File: src/sv/grmv_pkg.sv
// Shared types and constants of the grid running mean and variance core.
package grmv_pkg;

	localparam int GRID_SIDE_MAX = 32;
	localparam int DEPTH         = GRID_SIDE_MAX * GRID_SIDE_MAX;
	localparam int IDX_BITS      = $clog2(DEPTH);
	localparam int SMP_BITS      = 13;
	localparam int MAX_SAMPLES   = 8191;
	localparam int VALUE_BITS    = 24;
	localparam int M2_BITS       = 48;
	localparam int SQ_BITS       = 64;
	localparam int ROW_BITS      = 2 * VALUE_BITS + 2 * M2_BITS;

	// Register indexes of the configuration port
	localparam logic REG_GRID_SIDE    = 1'b0;
	localparam logic REG_ENERGY_SCALE = 1'b1;

	typedef struct packed {
		logic signed [VALUE_BITS-1:0] u_value;
		logic signed [VALUE_BITS-1:0] v_value;
	} in_word_t;

	typedef struct packed {
		logic [IDX_BITS-1:0]          point_index;
		logic [SMP_BITS-1:0]          sample_index;
		logic signed [VALUE_BITS-1:0] mean_u;
		logic [M2_BITS-1:0]           spread_u;
		logic signed [VALUE_BITS-1:0] mean_v;
		logic [M2_BITS-1:0]           spread_v;
		logic                         last_point;
		logic [M2_BITS-1:0]           energy;
		logic                         count_full;
	} out_word_t;

	// Classified item handed from front to back
	typedef struct packed {
		logic [IDX_BITS-1:0]          idx;
		logic [SMP_BITS-1:0]          sidx;
		logic signed [VALUE_BITS-1:0] u;
		logic signed [VALUE_BITS-1:0] v;
		logic                         first;
		logic                         last;
		logic                         full;
	} item_t;

	// Queue status seen by front and back
	typedef struct packed {
		logic       not_empty;
		logic       is_full;
		logic [1:0] count;
	} queue_status_t;

endpackage

File: src/sv/grmv_front.sv
// Front end: counts points and samples and classifies each accepted word.
module grmv_front import grmv_pkg::*; (
	input  logic     clk,
	input  logic     arst_n,
	input  logic     push,
	input  in_word_t word,
	input  logic [5:0] grid_side,
	output item_t    item
);

	logic [IDX_BITS-1:0] point_q;
	logic [SMP_BITS-1:0] sample_q;
	logic [5:0]          side;
	logic [11:0]         npts;
	logic                last;
	logic                full;

	// Clamp grid side and find the end of the sample
	always_comb begin
		side = grid_side;
		if (grid_side == 6'd0) begin
			side = 6'd1;
		end else if (grid_side > 6'(GRID_SIDE_MAX)) begin
			side = 6'(GRID_SIDE_MAX);
		end
		npts = 12'(side) * 12'(side);
		last = (12'(point_q) + 12'd1) >= npts;
		full = sample_q >= SMP_BITS'(MAX_SAMPLES - 1);
	end

	assign item.idx   = point_q;
	assign item.sidx  = sample_q;
	assign item.u     = word.u_value;
	assign item.v     = word.v_value;
	assign item.first = (sample_q == '0);
	assign item.last  = last;
	assign item.full  = full;

	// Advance counters on each accepted word
	always_ff @(posedge clk or negedge arst_n) begin
		if (!arst_n) begin
			point_q  <= '0;
			sample_q <= '0;
		end else if (push) begin
			if (last) begin
				point_q <= '0;
				if (!full) begin
					sample_q <= sample_q + 1'b1;
				end
			end else begin
				point_q <= point_q + 1'b1;
			end
		end
	end

endmodule

File: config.mk
export PLATFORM = sky130hd
export DESIGN_NAME = grmv_front
export DESIGN_NICKNAME = d
export VERILOG_FILES = /design/src/sv/grmv_pkg.sv /design/src/sv/grmv_front.sv
export SDC_FILE = /design/constraint.sdc
export NUM_CORES = 1
export LEC_CHECK = 0
export BUFFER_PORTS_ARGS = -buffer_cell sky130_fd_sc_hd__buf_2
export CAP_MARGIN = 20
export CORE_ASPECT_RATIO = 0.75
export CORE_UTILIZATION = 45
export DETAILED_ROUTE_END_ITERATION = 6
export HOLD_SLACK_MARGIN = 0.08
export PLACE_DENSITY = 0.79
export RECOVER_POWER = 25
export SLEW_MARGIN = 20
export SYNTH_ARGS = -nofsm -noshare
export SYNTH_HDL_FRONTEND = slang
export SYNTH_SLANG_ARGS = --single-unit
File: constraint.sdc
create_clock -name clk -period 12.5 [get_ports clk]
set_input_delay 0.625 -clock clk [delete_from_list [all_inputs] [get_ports clk]]
set_output_delay 0.625 -clock clk [all_outputs]
set_load 0.1 [all_outputs]
==> results.md <==
* Final setup vio count at 0
* Routed vias at 1841
* Clk_lat worst skew at 270 ps
* Status: finished, final reports clean
* Die height at 67.34 um
* Synthesized area at 0.002561 sq mm
* Drt initial violations at 127
* Hold depth at 1
* Cells after DPL at 340
* Core footprint at around 0.0054 sq mm
* Crit path arrival time at slightly below 6000 ps
* Most used DFF post-synth: dfrtp_1
* GPL Wtd Cong at roughly 0.83
* Slew headroom at 18.99%
* Final net count at 363
* Final Hold Viols at 0
* Min Tclk post-route at ~6600 ps
* Power per Cell Area at roughly 190 mW/mm^2
* Vias in the first global route at approximately 1.6k
* Port Buf Inserts at 34
* GRT Overall Usage at ~17%
* Avg Cell Area, Syn at 9.115 sq um
* Detail Route Antenna Nets at 0
* Final worst path period share at 52.73%
* DR pass1 iterations at 4
* Post-CTS resize count at 0
* Die width at 89.12 um
* Setup WS post-layout at 5909 ps
* Worst Reg-to-Reg Cells at 12
* Residual DRC at 0
* Final instance area at around 0.0025 sq mm
* CP max FO at 6
* CTS tree: yes
* First-pass GRT wire length at between 7 and 8 mm
* Post-synth cell types at 44
* Clk slew on worst S/H paths at 80 ps
* Filler Cell Count at about 540
* Most common cell after layout, fill and taps aside: buf_2
* Peak VDD IR at 0.1172 mV
* Final Non-Filler Cells at ~350
* Htree depth at 1
* Placed cell areas at 0.002441 sq mm
* # clock sinks at 23
* Area Overhead vs Synth at -2.784%
* # rows at 23
* Crit path kind: in2out
* CP required at around 12000 ps
* Setup TNS Final at 0 ps
* Largest net degree at the start of global routing at 24
* CTS Root Cell: clkbuf_8
* Worst hold margin at between 500 and 600 ps
* Commonest cells after routing, fill and taps aside: buf_2 (33), inv_1 (27), ha_1 (27), dfrtp_1 (23), xnor2_1 (19)
* Cells after Synth at between 200 and 300
* Synthesis Warnings at 0
* Initial antenna violation count at 0
* Max Buffers Root-to-Sink at 2
* RSZ-0062 raised after global routing: false
* Actual slew at the worst max-slew pin at 1215 ps
* Post-synth EDFFs at 0
* I/O pin count at 131
* CTS buffer count at 3
* Grt ovf at 0
* DR vias/cell at 5.336
* Max-Cap Viols at 0
* Hpwl dp at roughly 3.8 mm
* Layout cell share with drive strength beyond 1 at between 10% and 20%
* Worst hold path class: reg2reg
* Worst Setup End Kind: output pin
* Average wire per cell in the routed design at 13.66 um
* LEAKAGE at about 1.3 nW
* Post-synthesis sequential area ratio at 22.47%
* #FFs+latches synth at 23
* Starting Density at between 40 and 50%
* DP Worst Slack at around 5600 ps
* Fmax at 151.7 MHz
* Post-CTS Setup Inserts at 0
* Hold-fix buffers, CTS at 0
* Pins Over Slew Limit at 0
* Startpoint Class: input port
* Post-Route WL at between 4 and 5 mm
* Inserted Diodes at 0
* Ys async rst share at 100.0%
* Die Area at about 0.006 sq mm
* Worst Skew at about 6 ps
[Yosys cell counts (2+ instances only)]
cell / count / area share, %
buf_4: 50 / 15
ha_1: 27 / 13
inv_1: 27 / 4.0
dfrtp_1: 23 / 22
xnor2_1: 19 / 6.5
and3_1: 11 / 2.7
o21ai_0: 10 / 2.0
and2_1: 9 / 2.2
nand3_1: 9 / 1.8
fa_1: 8 / 6.3
nand2b_1: 8 / 2.0
nand4_1: 8 / 2.0
nand2_1: 7 / 1.0
xor2_1: 7 / 2.4
nor2b_1: 5 / 1.2
nor4_1: 5 / 1.2
o2bb2ai_1: 5 / 1.7
a21oi_1: 4 / 0.78
and4_1: 3 / 1.0
nor2_1: 3 / 0.44
nor3_1: 3 / 0.59
a211oi_2: 2 / 0.98
clkbuf_1: 2 / 0.29
mux2i_1: 2 / 0.78
nand3b_1: 2 / 0.59
nor4b_1: 2 / 0.68
o211ai_1: 2 / 0.59
o22ai_1: 2 / 0.49
[power breakdown]
group / internal, mW / total (mW) / switching [mW] / leakage [nW]
Combinational: 0.0825 / 0.315 / 0.232 / 0.933
Sequential: 0.0920 / 0.122 / 0.0295 / 0.302
Clock: 0.0228 / 0.0469 / 0.0241 / 0.0228
[kinds of logic after synthesis]
family,count (synthesis),share of synthesized area (%)
DFF,23,22.47
buffers and inverters,81,19.54
adders and majority gates,35,19.44
other,1,0.1464
AOI/OAI and AO/OA,34,9.624
and+or+nand+nor,79,19.10
muxes,2,0.7817
xor gates and xnor gates,26,8.891
[through the flow]
stage               total power [mW]  util [%]
CTS                           0.4842     45.95
detailed placement            0.4367     45.12
floorplan                     0.4538         -
finish                        0.4831     46.02
global placement              0.4305     45.12
global route                  0.5165     46.02
[area by class of cell]
class	instances	area, sq um	area share [%]
well taps	75	93.84	3.769
flip-flops and latches	23	575.6	23.12
inverters	27	101.3	4.070
repair buffers	35	173.9	6.985
multi-input cells	181	1500	60.25
clock buffers	4	45.04	1.809
[layer usage]
| layer | wire length [um] | GRT usage, % | vias up |
|---|---|---|---|
| met5 | 0 | 0 | - |
| met3 | 289 | 3.423 | 28 |
| met1 | 2223 | 24.39 | 888 |
| met2 | 1983 | 22.33 | 33 |
| met4 | 216 | 9.921 | 0 |
| li1 | - | - | 892 |
[state kept, by name, summed over array words and instances (netlist names)]
| register | flops |
|---|---|
| point_q | 10 |
| sample_q | 13 |
[worst paths after layout]
kind | startpoint | endpoint | slack (ps)
max | grid_side[3] | item[1] | 5910
min | sample_q[5] | sample_q[5] | 530
max reg2reg | point_q[0] | point_q[2] | 8900
min reg2reg | sample_q[5] | sample_q[5] | 530
max in group asynchronous | arst_n | point_q[1] | 11190
min in group asynchronous | arst_n | sample_q[5] | 580
[worst max-delay path: stages]
cell,delay [ps]
buf_2,120
nor2b_1,380
and2_1,200
fa_1,410
inv_1,120
fa_1,450
fa_1,550
inv_1,40
ha_1,320
and3b_1,210
o21a_1,170
o21ai_0,150
nand2b_1,130
and4_1,220
nor3_1,180
ha_1,200
a21oi_1,50
a221o_1,360
nor3_1,540
buf_2,540
Note: power is estimated with default switching activity, not from simulation.
