==> config.mk <==
export PLATFORM = sky130hd
export DESIGN_NAME = grmv_queue
export DESIGN_NICKNAME = d
export VERILOG_FILES = /design/src/sv/grmv_pkg.sv /design/src/sv/grmv_queue.sv
export SDC_FILE = /design/constraint.sdc
export NUM_CORES = 1
export LEC_CHECK = 0
export BUFFER_PORTS_ARGS = -buffer_cell sky130_fd_sc_hd__buf_2
export CAP_MARGIN = 10
export CORE_UTILIZATION = 54
export CTS_BUF_LIST = sky130_fd_sc_hd__clkbuf_4 sky130_fd_sc_hd__clkbuf_8
export CTS_CLUSTER_SIZE = 12
export DETAILED_ROUTE_END_ITERATION = 10
export HOLD_SLACK_MARGIN = 0.12
export PLACE_DENSITY = 0.91
export REMOVE_ABC_BUFFERS = 1
export SYNTH_ARGS = -nofsm -noshare
export SYNTH_HDL_FRONTEND = slang
export SYNTH_SLANG_ARGS = --single-unit
==> constraint.sdc <==
create_clock -name clk -period 5.1 [get_ports clk]
set_clock_uncertainty 0.05 [all_clocks]
set_input_delay 1.53 -clock clk [delete_from_list [all_inputs] [get_ports clk]]
set_output_delay 1.53 -clock clk [all_outputs]
set_load 0.02 [all_outputs]
==> src/sv/grmv_pkg.sv <==
// Shared types and constants of the grid running mean and variance core.
package grmv_pkg;

	localparam int GRID_SIDE_MAX = 32;
	localparam int DEPTH         = GRID_SIDE_MAX * GRID_SIDE_MAX;
	localparam int IDX_BITS      = $clog2(DEPTH);
	localparam int SMP_BITS      = 13;
	localparam int MAX_SAMPLES   = 8191;
	localparam int VALUE_BITS    = 24;
	localparam int M2_BITS       = 48;
	localparam int SQ_BITS       = 64;
	localparam int ROW_BITS      = 2 * VALUE_BITS + 2 * M2_BITS;

	// Register indexes of the configuration port
	localparam logic REG_GRID_SIDE    = 1'b0;
	localparam logic REG_ENERGY_SCALE = 1'b1;

	typedef struct packed {
		logic signed [VALUE_BITS-1:0] u_value;
		logic signed [VALUE_BITS-1:0] v_value;
	} in_word_t;

	typedef struct packed {
		logic [IDX_BITS-1:0]          point_index;
		logic [SMP_BITS-1:0]          sample_index;
		logic signed [VALUE_BITS-1:0] mean_u;
		logic [M2_BITS-1:0]           spread_u;
		logic signed [VALUE_BITS-1:0] mean_v;
		logic [M2_BITS-1:0]           spread_v;
		logic                         last_point;
		logic [M2_BITS-1:0]           energy;
		logic                         count_full;
	} out_word_t;

	// Classified item handed from front to back
	typedef struct packed {
		logic [IDX_BITS-1:0]          idx;
		logic [SMP_BITS-1:0]          sidx;
		logic signed [VALUE_BITS-1:0] u;
		logic signed [VALUE_BITS-1:0] v;
		logic                         first;
		logic                         last;
		logic                         full;
	} item_t;

	// Queue status seen by front and back
	typedef struct packed {
		logic       not_empty;
		logic       is_full;
		logic [1:0] count;
	} queue_status_t;

endpackage

==> src/sv/grmv_queue.sv <==
// Two-entry queue between front and back.
module grmv_queue import grmv_pkg::*; (
	input  logic          clk,
	input  logic          arst_n,
	input  logic          push,
	input  item_t         push_item,
	input  logic          pop,
	output item_t         head,
	output queue_status_t status
);

	item_t      slot_q [2];
	logic       wptr_q;
	logic       rptr_q;
	logic [1:0] count_q;

	assign head             = slot_q[rptr_q];
	assign status.count     = count_q;
	assign status.not_empty = (count_q != 2'd0);
	assign status.is_full   = (count_q == 2'd2);

	// Store pushed items
	always_ff @(posedge clk) begin
		if (push) begin
			slot_q[wptr_q] <= push_item;
		end
	end

	// Advance pointers and count
	always_ff @(posedge clk or negedge arst_n) begin
		if (!arst_n) begin
			wptr_q  <= 1'b0;
			rptr_q  <= 1'b0;
			count_q <= 2'd0;
		end else begin
			if (push) begin
				wptr_q <= ~wptr_q;
			end
			if (pop) begin
				rptr_q <= ~rptr_q;
			end
			count_q <= count_q + 2'(push) - 2'(pop);
		end
	end

endmodule

==> results of run 1 <==
-- synth_stat cells, drive strengths merged --
cell type / count
ha: 2
inv: 2
mux2: 74
dfrtp: 4
xor3: 1
xor2: 2
nor2b: 2
and2: 1
buf: 8
or2: 1
edfxtp: 148
-- sequential cells by signal (all words and copies together), names as in the netlist --
register  cells
wptr_q        1
count_q       2
slot_q      148
rptr_q        1
-- kinds of logic (layout without fill, tap and decap cells) --
logic type | Yosys count | after routing | synth area share [%]
buffers and inverters | 10 | 191 | 1.48
adder cells (fa/ha/maj) | 2 | 2 | 0.436
flip-flops | 152 | 152 | 79.1
AND/OR/NAND/NOR | 4 | 4 | 0.436
multiplexers | 74 | 74 | 17.8
XOR/XNOR | 3 | 3 | 0.719
-- per-layer routing --
layer  vias up  wire (um)
li1       1304          -
met1      1376       3700
met2       115       4740
met3         4        671
met4         0         44
met5         -          0
-- critical path, stage by stage (launching register included) --
cell	delay, ns
dfrtp_4	1.19
buf_4	0.32
mux2_4	0.31
buf_2	0.16
-- worst max-delay path by stage --
stage,startpoint,endpoint,depth (start not counted)
2_1_floorplan,push,slot_q[0][0],1
3_3_place_gp,rptr_q,head[46],3
3_5_place_dp,rptr_q,head[46],3
4_1_cts,rptr_q,head[46],3
5_1_grt,rptr_q,head[46],3
6_report,rptr_q,head[46],3
-- placed cells by master, fill, tap and decap left out, drive strengths merged --
master	instances
mux2	74
xor2	2
bufinv	3
nor2b	2
and2	1
clkinv	4
xor3	1
clkinvlp	5
inv	2
clkbuf	18
ha	2
dfrtp	4
edfxtp	148
or2	1
buf	159
-- through the flow --
stage,TNS [ns],area (um2),setup slack [ns]
2_1_floorplan,-17.55,5660,-0.237
3_3_place_gp,0,6650,1.56
3_5_place_dp,0,6650,1.53
4_1_cts,0,7050,1.04
5_1_grt,0,7050,0.947
6_report,0,7050,1.09
-- power groups by stage --
stage,clock (uW),sequential (uW),combinational (uW)
2_1_floorplan,0,1870,960
3_3_place_gp,0,1870,1280
3_5_place_dp,0,1890,1300
4_1_cts,914,1860,1300
5_1_grt,978,1890,1360
6_report,895,1860,1280
-- layout make-up --
type / instances / share of cell area [%]
inverter: 2 / 0.106
multi-input combinational: 83 / 15.9
tap: 136 / 2.41
clock inverter: 12 / 2.20
clock buffer: 18 / 3.43
sequential: 152 / 64.5
timing repair buffer: 159 / 11.4
==> results.sh, run 1 <==
export IMPL_status="completed"
export IMPL_intPower_uw=2760
export IMPL_grt_max_degree=75
export IMPL_use_met2_pct=29.4
export IMPL_finalCriticalPeriod_ns=4.01
export IMPL_path_max_fanout=69
export IMPL_grt_busiest_layer="met2"
export IMPL_initialDrtViolationCount=82
export IMPL_synthDistinctLibCells=13
export IMPL_seq_power_share_pct=46.0
export IMPL_cts_buffers=17
export IMPL_synth_top_cell_area_share_pct=77.4
export IMPL_start_kind="register"
export IMPL_finalSetupViolCount=0
export IMPL_synth_area_um2=5740
export IMPL_p_comb_share_pct=31.8
export IMPL_netlist_top_cells_area="edfxtp_1 77%, mux2_4 13%, mux2_2 4.7%"
export IMPL_vias=2799
export IMPL_leakagePower_uw=0.00282
export IMPL_fmax_ghz=0.249
export IMPL_finalMaxSlewViolations=0
export IMPL_wl_um=9160
export IMPL_initial_core_util_pct=55.6
export IMPL_grt_pass1_vias=2897
export IMPL_antenna_cells=0
export IMPL_firstDrtPassIters=4
export IMPL_cts_num_sinks=152
export IMPL_multi_input_area_um2=1120
export IMPL_instances_no_fill=562
export IMPL_min_to="wptr_q"
export IMPL_via_per_inst=4.98
export IMPL_yosys_warnings=0
export IMPL_rows=37
export IMPL_arrival_ns=2.43
export IMPL_end_kind="output port"
export IMPL_hold_viol=0
export IMPL_pwr_share_clk_pct=22.2
export IMPL_min_path_type="register to register"
export IMPL_cellPowerDensity_nw_per_um2=573
export IMPL_timing_hold_ws_ns=0.496
export IMPL_core_area_um2=10300
export IMPL_r2r_start="wptr_q"
export IMPL_dieWidth_um=105
export IMPL_finalCritPeriodShare_pct=78.6
export IMPL_grt_ovfl_total=0
export IMPL_peakVddDrop_uv=531
export IMPL_rr_endpoint="slot_q[1][37]"
export IMPL_clock_latency_ns=0.42
export IMPL_cts_tree="done"
export IMPL_dieArea_um2=11000
export IMPL_n_fill_cell=679
export IMPL_die_height_um=105
export IMPL_cts_setup_buffers=0
export IMPL_crit_required_ns=3.52
export IMPL_met1_usage_pct=20.5
export IMPL_rrSetupSlack_ns=3.38
export IMPL_nNetsFinal=495
export IMPL_critical_path_class="register to output port"
export IMPL_r2r_cells=1
export IMPL_power_share_switching_pct=31.5
export IMPL_area_delta_synth_final_pct=22.8
export IMPL_p_switching_uw=1270
export IMPL_rsz0062_at_grt="false"
export IMPL_cts_max_level=4
export IMPL_antenna_found_initial=0
export IMPL_cts_root_buffer="clkbuf_8"
export IMPL_min_path_cells=1
export IMPL_dp_hpwl_um=5960
export IMPL_cap_violations=0
export IMPL_holdBufCountCts=0
export IMPL_ys_seq_area_share_pct=79.1
export IMPL_drcViolationCount=0
export IMPL_seqCellArea_um2=4550
export IMPL_synth_seq_cells=152
export IMPL_cts_buffer_depth=2
export IMPL_io_pins=156
export IMPL_gr_usage_met3_pct=7.74
export IMPL_fin_util_pct=68.3
export IMPL_post_drt_wl_per_cell_um=16.3
export IMPL_ant_nets=0
export IMPL_yosysTopAreaCell="edfxtp_1"
export IMPL_io_buffer_count=155
export IMPL_p_total_uw=4040
export IMPL_post_cts_resized=0
export IMPL_worstMarginPinSlew_ns=1.15
export IMPL_place_gp_congestion=0.677
export IMPL_holdCritStartpoint="wptr_q"
export IMPL_drive_above_1_share_pct=62.7
export IMPL_gr_usage_all_layers_pct=17.5
export IMPL_clkTransAtPathRegs_ns=0.08
export IMPL_syn_instance_count=245
export IMPL_syn_area_per_cell_um2=23.4
export IMPL_grt_pass1_wl_um=14200
export IMPL_slew_headroom_pct=23.5
export IMPL_dp_cells=532
No activity file was read; power rests on OpenSTA's default activity.
==> inputs of run 2 (changes only) <==
==> constraint.sdc (replaced) <==
create_clock -name clk -period 3.7 [get_ports clk]
set_clock_uncertainty 0.05 [all_clocks]
set_input_delay 1.11 -clock clk [delete_from_list [all_inputs] [get_ports clk]]
set_output_delay 1.11 -clock clk [all_outputs]
set_load 0.02 [all_outputs]
==> results.sh, run 2 (synthesis gave the netlist of run 1 again) <==
export IMPL_status="completed"
export IMPL_io_pins=156
export IMPL_cts_setup_buffers=0
export IMPL_layout_commonest_cell="buf_2"
export IMPL_finalMaxSlewViolations=0
export IMPL_cts_buffers=17
export IMPL_dieWidth_um=105
export IMPL_start_kind="register"
export IMPL_leakagePower_uw=0.00284
export IMPL_setup_slack_ns=0.529
export IMPL_via_per_inst=4.95
export IMPL_cap_violations=0
export IMPL_n_fill_cell=691
export IMPL_initial_core_util_pct=55.6
export IMPL_layout_common_cells="155 x buf_2, 148 x edfxtp_1, 50 x mux2_4, 24 x mux2_2, 18 x clkbuf_8"
export IMPL_arrival_ns=2.01
export IMPL_pre_cts_slack_ns=0.965
export IMPL_path_max_fanout=24
export IMPL_cts_max_level=4
export IMPL_cts_root_buffer="clkbuf_8"
export IMPL_grt_ovfl_total=0
export IMPL_peakVddDrop_uv=497
export IMPL_drive_above_1_share_pct=62.9
export IMPL_antenna_cells=0
export IMPL_end_kind="output port"
export IMPL_cts_buffer_depth=2
export IMPL_clkTransAtPathRegs_ns=0.08
export IMPL_grt_pass1_wl_um=14300
export IMPL_finalSetupViolCount=0
export IMPL_crit_required_ns=2.54
export IMPL_core_area_um2=10300
export IMPL_worstMarginPinSlew_ns=1.00
export IMPL_cpPeakStageDelay_ns=0.68
export IMPL_gr_usage_all_layers_pct=17.8
export IMPL_vias=2791
export IMPL_dp_hpwl_um=6250
export IMPL_io_buffer_count=155
export IMPL_slew_headroom_pct=33.1
export IMPL_finalCritPeriodShare_pct=85.7
export IMPL_cts_num_sinks=152
export IMPL_top_register="slot_q"
export IMPL_path_cells="buf_4 -> mux2_2 -> buf_2"
export IMPL_cellPowerDensity_nw_per_um2=792
export IMPL_clock_latency_ns=0.42
export IMPL_area_delta_synth_final_pct=23.3
export IMPL_holdBufCountCts=0
export IMPL_grt_max_degree=75
export IMPL_finalCriticalPeriod_ns=3.17
export IMPL_post_cts_resized=0
export IMPL_grt_pass1_vias=2954
export IMPL_rows=37
export IMPL_die_height_um=105
export IMPL_initialDrtViolationCount=92
export IMPL_critical_path_class="register to output port"
export IMPL_wl_um=9440
export IMPL_post_drt_wl_per_cell_um=16.7
export IMPL_tns_ns=0
export IMPL_hold_viol=0
export IMPL_rsz0062_at_grt="false"
export IMPL_nNetsFinal=495
export IMPL_firstDrtPassIters=5
export IMPL_r2r_cells=1
export IMPL_fmax_ghz=0.315
export IMPL_antenna_found_initial=1
export IMPL_cts_tree="done"
export IMPL_place_gp_congestion=0.701
export IMPL_drcViolationCount=0
export IMPL_largestRegisters="slot_q x148, count_q x2"
export IMPL_ant_nets=0
export IMPL_dieArea_um2=11000
export IMPL_crit_slowest_cell="dfrtp_4"
export IMPL_largest_reg_flops=148
export IMPL_p_total_uw=5610
export IMPL_min_path_type="input pin to asynchronous set/reset pin"
[run 2: power breakdown]
group | leakage, uW | switching (uW) | internal (uW)
clock | 0.000198 | 570 | 696
sequential | 0.00143 | 152 | 2290
combinational | 0.00121 | 1050 | 849
total | 0.00284 | 1770 | 3840
[run 2: metal layers]
metal  part of all wire, %  vias to the layer above  global-route usage [%]
met1                    39                     1368                    19.7
met4                  0.87                        0                    6.74
li1                      -                     1304                       -
met2                    54                      112                    31.5
met3                   6.2                        7                    6.30
met5                     0                        -                       0
[run 2: worst paths after layout]
path                            slack (ns)       endpoint    from
worst max-delay path                  0.53        head[4]  rptr_q
worst min-delay path                  0.43     count_q[1]  arst_n
worst max register to register        1.96  slot_q[1][19]  wptr_q
worst min register to register        0.51         wptr_q  wptr_q
max in group asynchronous             3.04         rptr_q  arst_n
min in group clk                      0.51         wptr_q  wptr_q
[run 2: cell type report]
type | count | area, um2 | share of cell area, %
multi-input combinational | 83 | 1120 | 15.9
clock inverter | 12 | 151 | 2.14
inverter | 2 | 7.51 | 0.106
sequential | 152 | 4550 | 64.2
clock buffer | 20 | 263 | 3.71
tap | 136 | 170 | 2.40
timing repair buffer | 159 | 818 | 11.6
[run 2: worst max-delay path, delay by kind of cell (launching register included)]
family / cells / cell delay, ns
buffers and inverters: 2 / 0.53
flip-flops: 1 / 0.68
multiplexers: 1 / 0.37
[run 2: stage by stage]
stage	cells	cell area (um2)	util [%]	hold slack, ns
final	564	7080	68.6	0.425
after global routing	564	7080	68.6	0.389
after CTS	564	7080	68.6	0.391
after detailed placement	532	6670	64.6	0.486
after global placement	532	6670	64.6	0.479
after floorplan	237	5660	-	0.405
==> inputs of run 3 (changes only) <==
--- a/config.mk
+++ b/config.mk
@@ -8,12 +8,13 @@
 export BUFFER_PORTS_ARGS = -buffer_cell sky130_fd_sc_hd__buf_2
 export CAP_MARGIN = 10
 export CORE_UTILIZATION = 54
-export CTS_BUF_LIST = sky130_fd_sc_hd__clkbuf_4 sky130_fd_sc_hd__clkbuf_8
+export CTS_BUF_LIST = sky130_fd_sc_hd__clkbuf_4
 export CTS_CLUSTER_SIZE = 12
 export DETAILED_ROUTE_END_ITERATION = 10
 export HOLD_SLACK_MARGIN = 0.12
 export PLACE_DENSITY = 0.91
 export REMOVE_ABC_BUFFERS = 1
+export SKIP_CTS_REPAIR_TIMING = 1
 export SYNTH_ARGS = -nofsm -noshare
 export SYNTH_HDL_FRONTEND = slang
 export SYNTH_SLANG_ARGS = --single-unit
==> results.sh, run 3 (synthesis gave the netlist of run 1 again) <==
export IMPL_cts_num_sinks=152
export IMPL_cap_violations=0
export IMPL_path_cells="buf_4 -> mux2_2 -> buf_2"
export IMPL_cts_max_level=4
export IMPL_layout_common_cells="155 x buf_2, 148 x edfxtp_1, 50 x mux2_4, 24 x mux2_2, 19 x clkbuf_4"
export IMPL_finalCritPeriodShare_pct=88.3
export IMPL_status="completed"
export IMPL_cellPowerDensity_nw_per_um2=770
export IMPL_tns_ns=0
export IMPL_top_layer_used="met4"
export IMPL_post_drt_wl_per_cell_um=16.6
export IMPL_place_gp_congestion=0.701
export IMPL_end_kind="output port"
export IMPL_top_register="slot_q"
export IMPL_layout_commonest_cell="buf_2"
export IMPL_dieArea_um2=11000
export IMPL_p_total_uw=5360
export IMPL_r2r_cells=1
export IMPL_routed_wl_met2_um=5050
export IMPL_nNetsFinal=495
export IMPL_dp_cells=532
export IMPL_fmax_ghz=0.306
export IMPL_path_max_fanout=24
export IMPL_largest_reg_flops=148
export IMPL_rrSetupSlack_ns=1.97
export IMPL_rows=37
export IMPL_grt_pass1_wl_um=14200
export IMPL_p_switching_uw=1750
export IMPL_initialDrtViolationCount=74
export IMPL_cts_buffer_depth=2
export IMPL_slew_headroom_pct=33.7
export IMPL_n_fill_cell=709
export IMPL_cts_buffers=17
export IMPL_clock_latency_ns=0.51
export IMPL_rr_endpoint="slot_q[1][21]"
export IMPL_wl_um=9370
export IMPL_die_height_um=105
export IMPL_timing_hold_ws_ns=0.327
export IMPL_dp_hpwl_um=6250
export IMPL_critical_path_class="register to output port"
export IMPL_largestRegisters="slot_q x148, count_q x2"
export IMPL_drcViolationCount=0
export IMPL_drive_above_1_share_pct=62.6
export IMPL_power_share_switching_pct=32.6
export IMPL_wirelength_met1_um=3670
export IMPL_min_path_type="input pin to asynchronous set/reset pin"
export IMPL_finalCriticalPeriod_ns=3.27
export IMPL_placed_area_um2=6670
export IMPL_grt_max_degree=75
export IMPL_arrival_ns=2.11
export IMPL_leakagePower_uw=0.00279
export IMPL_seq_power_share_pct=45.5
export IMPL_rsz0062_at_grt="false"
export IMPL_cts_tree="done"
export IMPL_io_pins=156
export IMPL_worstMarginPinSlew_ns=0.994
export IMPL_endpoint="head[4]"
export IMPL_peakVddDrop_uv=494
export IMPL_crit_start="rptr_q"
export IMPL_start_kind="register"
export IMPL_initial_core_util_pct=55.6
export IMPL_antenna_cells=0
export IMPL_pwr_share_clk_pct=19.1
export IMPL_intPower_uw=3620
export IMPL_cpPeakStageDelay_ns=0.69
export IMPL_core_area_um2=10300
export IMPL_firstDrtPassIters=4
export IMPL_crit_required_ns=2.54
export IMPL_vias=2786
export IMPL_hold_viol=0
export IMPL_grt_pass1_vias=2966
export IMPL_cts_root_buffer="clkbuf_4"
export IMPL_crit_slowest_cell="dfrtp_4"
export IMPL_p_comb_share_pct=35.4
export IMPL_clkTransAtPathRegs_ns=0.12
export IMPL_dieWidth_um=105
export IMPL_gr_usage_all_layers_pct=17.7
export IMPL_r2r_start="wptr_q"
export IMPL_via_per_inst=4.94
export IMPL_ant_nets=0
export IMPL_design_area_um2=6960
export IMPL_io_buffer_count=155
export IMPL_antenna_found_initial=1
export IMPL_wl_met3_um=541
export IMPL_area_delta_synth_final_pct=21.3
export IMPL_instances_no_fill=564
export IMPL_finalSetupViolCount=0
export IMPL_grt_ovfl_total=0
export IMPL_finalMaxSlewViolations=0
## run 3: cell count changes in the layout (fill, tap and decap cells not counted), sizes merged
cell / delta
clkinv: +1
clkbuf: -1
## run 3: critical path, delay by kind of cell, from the launching register on
kind                   cells  cell delay [ns]
flip-flops                 1             0.69
buffers and inverters      2             0.53
multiplexers               1             0.37
## run 3: power by group through the flow
stage / clock, uW / sequential (uW) / combinational [uW]
5_1_grt: 1110 / 2470 / 2010
3_3_place_gp: 0 / 2460 / 1890
2_1_floorplan: 0 / 2580 / 1320
6_report: 1020 / 2440 / 1900
3_5_place_dp: 0 / 2490 / 1920
4_1_cts: 1050 / 2450 / 1930
## run 3: worst min path at each step
stage	from	to	slack, ns
CTS	arst_n	count_q[1]	0.27
global placement	wptr_q	wptr_q	0.48
floorplan	wptr_q	wptr_q	0.41
global route	arst_n	count_q[1]	0.26
finish	arst_n	count_q[1]	0.33
detailed placement	wptr_q	wptr_q	0.49
## run 3: area by class of cell
class	count	area [um2]	share of cell area, %
Sequential cell	152	4550	65.3
Multi-Input combinational cell	83	1120	16.1
Timing Repair Buffer	159	818	11.7
Tap cell	136	170	2.44
Clock inverter	13	155	2.23
Clock buffer	19	143	2.05
Inverter	2	7.51	0.108
## run 3: through the flow
stage	setup slack, ns	util [%]
2_1_floorplan	-1.22	-
3_3_place_gp	0.980	64.6
3_5_place_dp	0.965	64.6
4_1_cts	0.358	67.5
5_1_grt	0.291	67.5
6_report	0.432	67.5
## run 3: per-layer routing
layer  global-route usage (%)  up-vias
met1                     19.2     1361
met5                        0        -
met4                     7.65        0
met2                     31.3      107
li1                         -     1307
met3                     6.36       11
